File: src/design/swis_pkg.sv
// ---------------------------------------------------------------------------
// swis_pkg: shared types and constants of the sorted weighted index set
// Entry, command, cell control and gathered-result types, action and status
// codes, and the fixed field widths.
// ---------------------------------------------------------------------------
package swis_pkg;

    localparam int KEY_W = 24;
    localparam int WGT_W = 32;
    localparam int CNT_W = 25;
    localparam int RED_W = 1 + KEY_W + WGT_W;

    localparam logic [WGT_W-1:0] ONE_WORD = 32'h3F80_0000;

    typedef logic [2:0] t_action;
    localparam t_action ACT_ADD      = 3'd0;
    localparam t_action ACT_REMOVE   = 3'd1;
    localparam t_action ACT_LOOKUP   = 3'd2;
    localparam t_action ACT_READ     = 3'd3;
    localparam t_action ACT_COMPLETE = 3'd4;
    localparam t_action ACT_CLEAR    = 3'd5;

    typedef logic [1:0] t_status;
    localparam t_status ST_DONE    = 2'd0;
    localparam t_status ST_IGNORED = 2'd1;
    localparam t_status ST_FULL    = 2'd2;

    typedef struct packed {
        logic [KEY_W-1:0] key;
        logic [WGT_W-1:0] weight;
    } t_entry;

    typedef struct packed {
        logic             match;
        logic [KEY_W-1:0] key;
        logic [WGT_W-1:0] weight;
    } t_red;

    typedef struct packed {
        t_action          action;
        logic [KEY_W-1:0] key;
        logic [WGT_W-1:0] weight;
        logic [KEY_W-1:0] position;
    } t_cmd;

    typedef struct packed {
        logic compare;
        logic insert;
        logic remove;
        logic update;
    } t_cell_ctl;

endpackage

File: src/design/swis_cell.sv
// ---------------------------------------------------------------------------
// swis_cell: one storage cell of the sorted chain
// Holds one entry, compares it against the broadcast command, and shifts
// toward either neighbor for insert and remove.
// ---------------------------------------------------------------------------
module swis_cell #(
    parameter int IDX = 0,
    parameter int CW  = 9
) (
    input  logic                i_clk,
    input  swis_pkg::t_cmd      i_cmd,
    input  swis_pkg::t_cell_ctl i_ctl,
    input  logic [CW-1:0]       i_count,
    input  swis_pkg::t_entry    i_left,
    input  logic                i_left_lt,
    input  swis_pkg::t_entry    i_right,
    output swis_pkg::t_entry    o_entry,
    output logic                o_lt,
    output swis_pkg::t_red      o_red
);

    swis_pkg::t_entry r_entry;
    swis_pkg::t_red   r_red;
    logic             r_lt;
    logic             r_eq;
    logic             w_valid;
    logic             w_match;

    assign w_valid = CW'(IDX) < i_count;
    assign w_match = w_valid && ((i_cmd.action == swis_pkg::ACT_READ)
                                 ? (i_cmd.position == swis_pkg::KEY_W'(IDX))
                                 : (r_entry.key == i_cmd.key));

    always_ff @(posedge i_clk) begin
        if (i_ctl.compare) begin
            r_lt  <= w_valid && (r_entry.key < i_cmd.key);
            r_eq  <= w_valid && (r_entry.key == i_cmd.key);
            r_red <= w_match ? {1'b1, r_entry} : '0;
        end
    end

    always_ff @(posedge i_clk) begin
        if (i_ctl.insert) begin
            if (!r_lt) begin
                if (i_left_lt) begin
                    r_entry <= {i_cmd.key, i_cmd.weight};
                end else begin
                    r_entry <= i_left;
                end
            end
        end else if (i_ctl.remove) begin
            if (!r_lt) begin
                r_entry <= i_right;
            end
        end else if (i_ctl.update) begin
            if (r_eq) begin
                r_entry.weight <= i_cmd.weight;
            end
        end
    end

    assign o_entry = r_entry;
    assign o_lt    = r_lt;
    assign o_red   = r_red;

endmodule

File: config.mk
export PLATFORM = sky130hd
export DESIGN_NAME = swis_cell
export DESIGN_NICKNAME = d
export VERILOG_FILES = /design/src/design/swis_pkg.sv /design/src/design/swis_cell.sv
export SDC_FILE = /design/constraint.sdc
export NUM_CORES = 1
export LEC_CHECK = 0
export BUFFER_PORTS_ARGS = -buffer_cell sky130_fd_sc_hd__buf_2
export CORE_MARGIN = 4
export CORE_UTILIZATION = 41
export DETAILED_ROUTE_END_ITERATION = 16
export PLACE_DENSITY = 0.77
export SYNTH_ARGS = -nofsm -noshare
export SYNTH_HDL_FRONTEND = slang
export SYNTH_SLANG_ARGS = --single-unit
export TNS_END_PERCENT = 20
File: constraint.sdc
create_clock -name i_clk -period 4.2 [get_ports i_clk]
set_input_delay 1.26 -clock i_clk [delete_from_list [all_inputs] [get_ports i_clk]]
set_output_delay 1.26 -clock i_clk [all_outputs]
set_load 0.005 [all_outputs]
== After elaboration in Yosys (flattened, before gate mapping) ==
Cells that the tools add are included.
Operators by class
  div/mod/pow operators: 0
  $lt $le $gt $ge: 2
  bitwise operators: 1
  reductions and logical operators: 9
  muxes and demuxes: 10
  $add $sub $neg: 0
  shift operators: 0
  $mul: 0
  eq/ne operators: 4
Operators by type and width (number)
  $mux 56: 4
  $mux 32: 3
  $mux 57: 1
  $eq 24x24->1: 1
  $logic_not 24->1: 1
  $lt 24x24->1: 1
  $mux 24: 1
  $lt 1x9->1 const A: 1
  $reduce_bool 3->1: 2
  $ne 2x2->1 const B: 2
  $reduce_and 4->1: 1
  $eq 3x2->1 const B: 1
  $logic_and 1x1->1: 3
  $reduce_and 2->1: 1
  $reduce_bool 2->1: 1
  $mux 1: 1
  $not 1->1: 1
Storage, ports and cells
  register bits after elaboration: 115
  logic and storage cells: 33
  output and inout port bits: 114
  bits in read-only memories: 0
  bits in writable memories: 0
  input port bits: 210
  latch bits: 0
  memories: 0

== Longest topological paths before layout ==
Gate-level depths: netlist of the first run.
  depth in word-level cells: 4
  depth in mapped cells: 9
  depth with buffers taken out: 7

== Least setup slack after synthesis of the first run ==
Ideal clock, no wire load.
  path kind: input port to flip-flop
  from: input i_ctl[1] in the netlist's numbering
  to: register r_entry (netlist bit o_entry[0]) (enable)
  stages: 5
  arrival: 3603 ps
  data required time: 3823 ps
  setup time: 377 ps
  path slack: 220 ps
  buffers on the path: 2
  path through: clkbuf_1 clkbuf_1 nor2_1 nor2_1 a31o_2
On the way
  longest elaborated chain between the ends: 2
  elaborated cells between the ends (all ways): 4
  classes of those cells: 1 x eq/ne; 3 x reduce/logical
Ends and longest elaborated chain
  start: declaration: line swis_cell.sv:12  | input swis_pkg::t_cell_ctl i_ctl,
  $ne 2x2->1 (no line) or $reduce_bool 3->1 (tied branches)
  $reduce_and 4->1 (no line) *
  end signal: assignment: line swis_cell.sv:46  | r_entry <= {i_cmd.key, i_cmd.weight};
  end signal: assignment: line swis_cell.sv:48  | r_entry <= i_left;
  end signal: assignment: line swis_cell.sv:53  | r_entry <= i_right;
  end: declaration: line swis_cell.sv:22  | swis_pkg::t_entry r_entry;
Every way passes the cells marked *; elsewhere a longest branch is shown, timed or not.
A chain may end at the register's enable or synchronous reset.

== Final worst setup path of the first run ==
  from: input i_cmd[79] in the netlist's numbering
  to: register r_red (netlist bit o_red[28]), data pin
On the way
  longest elaborated chain between the ends: 3
Ends and longest elaborated chain
  start: declaration: line swis_cell.sv:11  | input swis_pkg::t_cmd i_cmd,
  $eq 24x24->1: line swis_cell.sv:32  | : (r_entry.key == i_cmd.key));
  $mux 1: line swis_cell.sv:31  | ? (i_cmd.position == swis_pkg::KEY_W'(IDX))
  $logic_and 1x1->1: line swis_cell.sv:30  | assign w_match = w_valid && ((i_cmd.action == swis_pkg::ACT_READ)
  end signal: assignment: line swis_cell.sv:38  | r_red <= w_match ? {1'b1, r_entry} : '0;
  end: declaration: line swis_cell.sv:23  | swis_pkg::t_red r_red;
No other way between the ends.

==> results.txt, run 1 <==
Sequential area share after synthesis -> 57.2%
Outcome -> completed
DR vias -> 5,151
Largest net degree at the start of global routing -> 65
Number of buffers added on ports -> 323
I/O Pins -> 324
Crit path time final -> 3.33 ns
Hold_buf cts -> 0
Warnings from Yosys -> 0
Hold path startpoint -> o_entry[15]
FF/Latch Area -> 3450 µm²
Hold path cells -> 1
HPWL reported at the end of detailed placement -> 13,400 µm
Synthesized flop and latch total -> 115
Via density -> 5.04
Die height -> 129 µm
Clk sinks -> 115
Horiz. Die Dim -> 129 µm
Static leakage -> 3.89 nW
Antenna-violating nets left -> 0
Clock root cell -> clkbuf_16
Slowest stage cell, crit path -> nor4_1
Setup Skew -> 0.00733 ns
End of the worst hold path -> o_red[15]
Number of fill cells -> 1,257
Post-synth cell types -> 28
Worst-Skew Late Latency -> 0.41 ns
Core ar. -> 14,500 µm²
Critical Path RT -> 4.47 ns
Die ar. -> 16,700 µm²
Achievable Freq -> 300 MHz
Postcts setup bufs -> 0
Initial antenna violation count -> 2
Setup_tns -> 0 ns
VDD IR-drop max -> 241 µV
WS Path Type -> in -> reg
Critical path launch point -> i_cmd[79]
Final wirelength -> 17,600 µm
Hold Path Class -> reg -> reg
Global-route wire length before repair -> 25,600 µm
CTS Buf Count -> 17
Worst reg2reg path depth -> 7
Maximum capacitance violations -> 0
# DRC -> 0
Multi-input logic area -> 2350 µm²
# rows -> 44
RR Startpoint -> o_entry[55]
Total Routing Usage GR -> 20.2%
Routed WL per cell -> 17.2 µm
Worst path top cell family by delay -> simple AND/OR/NAND/NOR gates
Detailed Route Iter0 Violations -> 237
Mean post-synth cell area -> 11.9 µm²
Number of H-tree levels -> 4
Dpl cells -> 989
Slew headroom -> 33.9%
Layout Cells excl Fill -> 1,023
Worst R2R Setup Slack -> 1.41 ns
RSZ-0062 raised after global routing -> no
Clock-pin slew on the worst setup and hold paths -> 0.05 ns
Vias in the first global route -> 4,833
Cell Pwr Density -> 390 nW/µm²
Final setup viols -> 0
Least-Margin Pin Slew -> 0.991 ns
Routability cong. -> 0.862
Initial Utilization -> 41.7%
Worst path bufs/invs -> 3
TritonCTS clock tree -> done
Syn Nets -> 742
Crit path cell chain -> buf_2 -> inv_1 -> ha_1 -> nand4_1 -> nor4_1 -> o211ai_1 -> a21oi_4 -> buf_4 -> and2_1
Critical path arrival -> 3.60 ns
Slowest cell delay on critical path -> 0.63 ns
Synth-to-layout area growth -> 39.1%
Proportion of layout cells with a drive suffix above 1 -> 42.8%
Critical path launch point type -> input port
Nets -> 1,058
Post-cts sizing count -> 0
Fin. max-slew vios -> 0
Crit path max fanout -> 57
Critical R2R Capture -> o_red[28]
Total gr overflow -> 0
Fin. Hold Viols -> 0
Endpoint class of the critical path -> flip-flop
Clock Tree Buf Depth -> 2
Final period utilization -> 79.3%
Post-Syn Instances -> 508
Drt pass-1 iters -> 4
Mapped cell area -> 6040 µm²
layout make-up:
type                       count  share of cell area (%)
timing repair buffer         329                    19.8
sequential                   115                    41.1
antenna                        2                  0.0596
multi-input combinational    337                    28.0
clock buffer                  19                    5.16
inverter                      24                    1.07
clock inverter                13                    1.97
tap                          184                    2.74
metrics by stage:
step	instance area [µm²]	power [mW]	util, %	hold WS [ns]	setup WS, ns
floorplan	6040	1.59	-	0.551	0.220
global placement	7790	1.83	53.8	0.525	0.612
detailed placement	7790	1.84	53.8	0.530	0.504
CTS	8390	3.30	58.0	0.540	0.923
global route	8390	3.41	58.0	0.565	0.716
finish	8400	3.27	58.0	0.535	0.868
routing by layer:
layer | up-vias | GRT usage [%] | routed length (µm)
met5 | - | 0 | 0
met4 | 0 | 8.77 | 576
met3 | 39 | 6.02 | 1380
met2 | 209 | 33.5 | 8850
met1 | 2386 | 24.4 | 6760
li1 | 2517 | - | -
cell families (layout without fill, tap and decap cells):
| kind of cell | after synthesis | count (layout) | synth area share (%) |
|---|---|---|---|
| simple gates | 148 | 148 | 13.6 |
| flops | 115 | 115 | 57.2 |
| compound gates | 109 | 109 | 10.9 |
| mux | 56 | 56 | 9.29 |
| buf+inv | 56 | 385 | 3.96 |
| fa+ha+maj | 24 | 24 | 4.98 |
| other cells | 0 | 2 | 0 |
Yosys cell counts:
cell | n | area share [%]
nor4_1 | 10 | 1.0
o211ai_1 | 2 | 0.25
mux2i_1 | 56 | 9.3
a21oi_1 | 65 | 5.4
ha_1 | 24 | 5.0
a21o_1 | 1 | 0.12
or4_1 | 1 | 0.12
or3_1 | 1 | 0.10
a2111o_1 | 1 | 0.19
a21oi_2 | 1 | 0.15
buf_1 | 7 | 0.44
buf_2 | 2 | 0.17
a2111oi_0 | 1 | 0.15
o21ai_0 | 3 | 0.25
buf_6 | 3 | 0.56
nand3_1 | 1 | 0.083
and2_1 | 56 | 5.8
a31o_2 | 1 | 0.15
edfxtp_1 | 115 | 57
nor2_1 | 32 | 2.0
clkbuf_1 | 19 | 1.2
nand2_1 | 9 | 0.56
o221a_2 | 1 | 0.19
a211oi_1 | 33 | 4.1
inv_1 | 24 | 1.5
nor2b_1 | 33 | 3.4
buf_4 | 1 | 0.12
nand4_1 | 5 | 0.52
report_power, final:
part           internal, mW  switching [mW]  total, mW
Sequential             1.35          0.0347       1.39
Combinational         0.202           0.225      0.427
Clock                 0.979           0.478       1.46
Total                  2.53           0.738       3.27
worst max path at each step:
stage                       endpoint  slack, ns  cells past startpoint
after floorplan           o_entry[0]       0.22                      5
after global placement     o_red[21]       0.61                      9
after detailed placement    o_red[9]       0.50                      9
after CTS                   o_red[9]       0.92                      9
after global routing       o_red[22]       0.72                      9
final                      o_red[28]       0.87                      9
cell usage in the layout (no fill, tap or decap), drive strengths merged, types with 9 or more instances in the layout:
master,Yosys,routed
buf,13,329
nand2,9,9
ha,24,24
clkbuf,19,19
nor4,10,10
nor2b,33,33
a21oi,66,66
edfxtp,115,115
mux2i,56,56
nor2,32,32
and2,56,56
inv,24,24
a211oi,33,33
state kept, by name, indices dropped and copies added (netlist names):
register and count:
o_entry 56, o_lt 1, r_eq 1, o_red 57
Power figures use the tool's default switching activity.
==> run 2, diff against run 1 <==
- clock period: 4.2 -> 2.69 ns (I/O delays scaled with it)
==> run 2 against run 1 <==
Net effect:
- critical path type unchanged
- die area is the same
- register-to-register slack lost 1.2 ns
- combinational power grew 63%
- final cell count grew 0.59%
- largest cell class unchanged
- clock skew grew 0.0023 ns
==> results.txt, run 2 (synthesized netlist as in run 1, its figures left out) <==
Overall power -> 5.24 mW (+60%)
Post-place setup slack -> -0.204 ns (-0.708 ns)
DR vias -> 5,187 (+0.70%)
Die height -> 129 µm (unchanged)
Commonest non-fill, non-tap cells in the layout -> 321 x buf_2, 115 x edfxtp_1, 65 x a21oi_1
Routed WL per cell -> 17.2 µm (about the same)
Outcome -> completed
Critical path launch point -> i_cmd[79]
Hold path cells -> 1 (unchanged)
Routability cong. -> 0.793 (-8.0%)
Slowest cell delay on critical path -> 0.40 ns (-0.23 ns)
Slowest stage cell, crit path -> nor4_1
TritonCTS clock tree -> done
Least-Margin Pin Slew -> 0.621 ns (-0.371 ns)
Crit path time final -> 2.53 ns
Via density -> 5.04 (+0.11%)
I/O Pins -> 324 (unchanged)
Setup Skew -> 0.00958 ns (+0.00225 ns)
Critical R2R Capture -> o_red[10]
Clk sinks -> 115 (unchanged)
Setup slack after layout -> 0.163 ns (-0.705 ns)
Largest net degree at the start of global routing -> 113 (+74%)
Number of H-tree levels -> 4 (unchanged)
Critical path arrival -> 2.80 ns (-0.80 ns)
Proportion of layout cells with a drive suffix above 1 -> 43.7% (+0.90 points)
Worst path bufs/invs -> 4 (+1)
Hold Path Class -> reg -> reg
Worst path depth -> 10 (+1)
HPWL reported at the end of detailed placement -> 13,500 µm (+0.73%)
Fin util -> 59.1% (+1.1 points)
RR Startpoint -> o_entry[55]
Total gr overflow -> 0 (unchanged)
CTS Buf Count -> 17 (unchanged)
Critical path launch point type -> input port
Final period utilization -> 93.9%
Nets -> 1,067 (+0.85%)
# rows -> 44 (unchanged)
Cell Pwr Density -> 612 nW/µm² (+57%)
Die ar. -> 16,700 µm² (unchanged)
Critical Path RT -> 2.96 ns (-1.51 ns)
WS Path Type -> in -> reg
Hold_ws -> 0.536 ns (+0.00177 ns)
Number of fill cells -> 1,254 (-0.24%)
Maximum capacitance violations -> 0 (unchanged)
Synth-to-layout area growth -> 41.8%
Crit path max fanout -> 36 (-37%)
Slew headroom -> 58.6% (+25 points)
Number of flip-flops in the largest register -> 57 (unchanged)
Fin. Hold Viols -> 0 (unchanged)
Fin. max-slew vios -> 0 (unchanged)
Initial antenna violation count -> 0 (-2)
Clock root cell -> clkbuf_16
Crit path cell chain -> buf_2 -> inv_1 -> ha_1 -> nand4_1 -> nor4_1 -> buf_4 -> o211ai_1 -> a21oi_4 -> buf_12 -> and2_1
Endpoint class of the critical path -> flip-flop
# DRC -> 0 (unchanged)
Hold_buf cts -> 0 (unchanged)
Ant diodes -> 0 (-2)
Total Routing Usage GR -> 20.3% (+0.16 points)
Worst reg2reg path depth -> 8 (+1)
Antenna-violating nets left -> 0 (unchanged)
VDD IR-drop max -> 366 µV (+52%)
Static leakage -> 3.98 nW (+2.2%)
Clock-pin slew on the worst setup and hold paths -> 0.05 ns (about the same)
Achievable Freq -> 396 MHz
Setup_tns -> 0 ns (unchanged)
Worst-Skew Late Latency -> 0.41 ns (about the same)
Global-route wire length before repair -> 26,000 µm (+1.7%)
Horiz. Die Dim -> 129 µm (unchanged)
Worst path top cell family by delay -> simple AND/OR/NAND/NOR gates
Worst R2R Setup Slack -> 0.23 ns (-1.18 ns)
RSZ-0062 raised after global routing -> no
Final setup viols -> 0 (unchanged)
Detailed Route Iter0 Violations -> 271 (+14%)
Final wirelength -> 17,700 µm (+0.68%)
Setup crit end -> o_red[10]
Commonest non-fill, non-tap cell in the layout -> buf_2
Drt pass-1 iters -> 4 (unchanged)
Core ar. -> 14,500 µm² (unchanged)
Vias in the first global route -> 5,033 (+4.1%)
Hold path startpoint -> o_entry[31]
Postcts setup bufs -> 0 (unchanged)
Initial Utilization -> 41.7% (unchanged)
Number of buffers added on ports -> 323 (unchanged)
Clock Tree Buf Depth -> 2 (unchanged)
Post-cts sizing count -> 0 (unchanged)
run 2: cell count changes in the layout (fill, tap and decap cells not counted), moves of 2 or more:
cell,change
buf_12,+5
buf_4,+4
clkinv_1,-2
clkinv_2,+2
diode_2,-2
run 2: final cells by class:
| type | instances | area (µm²) | area share [%] |
|---|---|---|---|
| sequential | 115 | 3450 | 40.4 |
| multi-input combinational | 337 | 2370 | 27.7 |
| timing repair buffer | 338 | 1800 | 21.0 |
| clock buffer | 18 | 429 | 5.02 |
| tap | 184 | 230 | 2.69 |
| clock inverter | 13 | 190 | 2.22 |
| inverter | 24 | 90.1 | 1.05 |
run 2: worst min-delay path by stage:
stage                endpoint  slack, ns
floorplan           o_red[15]       0.55
detailed placement  o_red[22]       0.53
global placement    o_red[31]       0.52
finish              o_red[31]       0.54
global route        o_red[22]       0.57
CTS                 o_red[22]       0.55
run 2: through the flow:
stage          cell area, µm²  cells
6_report                 8560   1029
3_3_place_gp             7940    998
3_5_place_dp             7940    998
2_1_floorplan            6050    508
4_1_cts                  8560   1029
5_1_grt                  8560   1029
run 2: where the power goes:
part	total (mW)	switching, mW	internal, mW
Sequential	2.16	0.0531	2.11
Clock	2.37	0.755	1.62
Combinational	0.696	0.361	0.335
run 2: layer usage:
metal	wire (µm)	global-route usage (%)
met3	1120	5.15
met5	0	0
met2	9260	35.7
met4	325	6.92
met1	6990	24.3
==> run 3, diff against run 2 <==
==> constraint.sdc (replaced) <==
create_clock -name i_clk -period 2.69 [get_ports i_clk]
set_input_delay 0.4035 -clock i_clk [delete_from_list [all_inputs] [get_ports i_clk]]
set_output_delay 0.4035 -clock i_clk [all_outputs]
set_load 0.005 [all_outputs]
==> run 3 against run 2 <==
Net effect:
- core utilization decreased by 0.70 points
- worst hold slack lost 0.22 ns
- wire length down 0.60%
- largest power group unchanged
- clock power fell by 8%
- critical path depth is 2 lower
- power is 3.9% lower
- final area shrank 1.2%
- combinational power shrank 2.9%
- global-route usage rose by 0.27 points
- sequential power barely moved
- worst setup slack improved by 0.24 ns
- via count fell by 1.2%
==> results.txt, run 3 (synthesized netlist as in run 1, its figures left out) <==
Total Routing Usage GR -> 20.6% (+0.27 points)
TritonCTS clock tree -> done
Worst R2R Setup Slack -> 0.40 ns (+0.17 ns)
# rows -> 44 (unchanged)
Number of fill cells -> 1,226 (-2.2%)
Number of H-tree levels -> 4 (unchanged)
Slew headroom -> 44.9% (-14 points)
Commonest non-fill, non-tap cell in the layout -> buf_2
Global Route met2 Usage -> 35.0% (-0.70 points)
Antenna-violating nets left -> 0 (unchanged)
# DRC -> 0 (unchanged)
Dpl cell area -> 7890 µm² (-0.65%)
Maximum capacitance violations -> 0 (unchanged)
Postcts setup bufs -> 0 (unchanged)
Core ar. -> 14,500 µm² (unchanged)
Outcome -> completed
Hold Path Class -> in -> reg
GR Layer Usage met3 -> 6.51% (+1.4 points)
Worst path bufs/invs -> 2 (-2)
Vias in the first global route -> 4,883 (-3.0%)
Routability cong. -> 0.833 (+5.0%)
Endpoint class of the critical path -> flip-flop
Number of buffers added on ports -> 323 (unchanged)
Fin. max-slew vios -> 0 (unchanged)
Final wirelength -> 17,600 µm (-0.60%)
Slowest cell delay on critical path -> 0.45 ns (+0.05 ns)
Slowest stage cell, crit path -> edfxtp_1
Comb pwr share -> 13.4% (about the same)
DR vias -> 5,125 (-1.2%)
Worst-Skew Late Latency -> 0.41 ns (about the same)
Crit path time final -> 2.29 ns (-0.236 ns)
Post-cts sizing count -> 0 (unchanged)
Die ar. -> 16,700 µm² (unchanged)
Initial Utilization -> 41.7% (unchanged)
P_int -> 3.86 mW (-5.1%)
Critical Path RT -> 2.96 ns (about the same)
Crit path max fanout -> 30 (-17%)
Overall power -> 5.03 mW (-3.9%)
WS Path Type -> reg -> reg
Critical path arrival -> 2.56 ns (-0.24 ns)
M1 GR Usage -> 25.1% (+0.78 points)
Global-route wire length before repair -> 26,300 µm (+0.93%)
Horiz. Die Dim -> 129 µm (unchanged)
Least-Margin Pin Slew -> 0.826 ns (+0.206 ns)
Fin. Hold Viols -> 0 (unchanged)
Clk sinks -> 115 (unchanged)
Ant diodes -> 0 (unchanged)
FF/Latch Area -> 3450 µm² (unchanged)
Drt pass-1 iters -> 6 (+2)
Total gr overflow -> 0 (unchanged)
Sequential share of power -> 43.0% (+1.6 points)
Gr busiest metal -> met2
Critical path launch point type -> flip-flop
Initial antenna violation count -> 1 (+1)
Switching part of the total -> 23.3% (+0.97 points)
Setup_tns -> 0 ns (unchanged)
Clock root cell -> clkbuf_16
Fin util -> 58.4% (-0.70 points)
Achievable Freq -> 436 MHz (+10%)
Nets -> 1,063 (-0.37%)
CTS Buf Count -> 17 (unchanged)
Finished layout cell area -> 8460 µm² (-1.2%)
Switching power -> 1.17 mW (+0.26%)
Detailed Route Iter0 Violations -> 277 (+2.2%)
Crit path cell chain -> ha_1 -> nand4_1 -> nor4_1 -> buf_4 -> o211ai_1 -> a21oi_4 -> buf_12 -> and2_1
Synth-to-layout area growth -> 40.1%
Multi-input logic area -> 2360 µm² (-0.37%)
Largest net degree at the start of global routing -> 65 (-42%)
Hold_buf cts -> 0 (unchanged)
Cell Pwr Density -> 595 nW/µm² (-2.8%)
Setup Skew -> 0.00573 ns (-0.00386 ns)
Die height -> 129 µm (unchanged)
Via density -> 5.00 (-0.81%)
Clock Tree Buf Depth -> 2 (unchanged)
VDD IR-drop max -> 380 µV (+3.8%)
Clock-pin slew on the worst setup and hold paths -> 0.05 ns (about the same)
Commonest non-fill, non-tap cells in the layout -> 321 x buf_2, 115 x edfxtp_1, 65 x a21oi_1
Final setup viols -> 0 (unchanged)
Worst path top cell family by delay -> simple AND/OR/NAND/NOR gates
I/O Pins -> 324 (unchanged)
Proportion of layout cells with a drive suffix above 1 -> 43.2% (-0.51 points)
Static leakage -> 3.92 nW (-1.4%)
RSZ-0062 raised after global routing -> no
Clock power frac -> 43.5% (-1.9 points)
HPWL reported at the end of detailed placement -> 13,700 µm (+1.5%)
Final period utilization -> 85.2% (-8.8 points)
Routed WL per cell -> 17.2 µm (-0.21%)
Number of flip-flops in the largest register -> 57 (unchanged)
==> run 3: changes by cell type in the layout (fill, tap and decap cells not counted) <==
cell | before | now
clkbuf_1 | 1 | 0
clkinv_4 | 1 | 0
bufinv_16 | 5 | 3
inv_6 | 0 | 1
clkinv_2 | 4 | 3
clkinvlp_4 | 0 | 1
buf_12 | 5 | 4
clkinv_1 | 3 | 6
buf_4 | 12 | 9
a31o_4 | 1 | 0
a31o_2 | 0 | 1
==> run 3: power by group through the flow <==
| stage | registers, mW | clock network, mW | logic (mW) |
|---|---|---|---|
| after floorplan | 2.20 | 0 | 0.288 |
| after detailed placement | 2.20 | 0 | 0.683 |
| after CTS | 2.17 | 2.23 | 0.687 |
| after global placement | 2.20 | 0 | 0.671 |
| final | 2.17 | 2.19 | 0.676 |
| after global routing | 2.18 | 2.33 | 0.753 |
==> run 3: final cells by class <==
| type | instances | share of cell area, % |
|---|---|---|
| sequential | 115 | 40.8 |
| clock inverter | 14 | 1.70 |
| timing repair buffer | 334 | 20.7 |
| inverter | 24 | 1.07 |
| tap | 184 | 2.72 |
| clock buffer | 17 | 5.03 |
| multi-input combinational | 337 | 27.9 |
==> run 3: final timing paths <==
kind	from	endpoint	cells past startpoint
min reg2reg	o_entry[18]	o_red[18]	1
min	i_right[46]	o_entry[46]	3
max reg2reg	o_entry[55]	o_red[4]	8
max	o_entry[55]	o_red[4]	8
==> run 3: metal layers <==
| layer | wire (µm) | vias to the layer above | share of wire (%) |
|---|---|---|---|
| li1 | - | 2521 | - |
| met2 | 9140 | 186 | 52 |
| met1 | 6990 | 2394 | 40 |
| met3 | 1180 | 22 | 6.7 |
| met4 | 252 | 2 | 1.4 |
| met5 | 13 | - | 0.074 |
==> run 3: stage by stage <==
stage          std cells  worst slack (ns)  hold slack (ns)
2_1_floorplan        508             0.245            0.516
3_3_place_gp         994             0.382            0.525
3_5_place_dp         994             0.322            0.535
4_1_cts             1025             0.399            0.285
5_1_grt             1025             0.173            0.308
6_report            1025             0.399            0.314
==> run 3: worst min-delay path, cell delays in order <==
cell	delay, ns
buf_2	0.08
nor2_1	0.03
a21oi_1	0.09
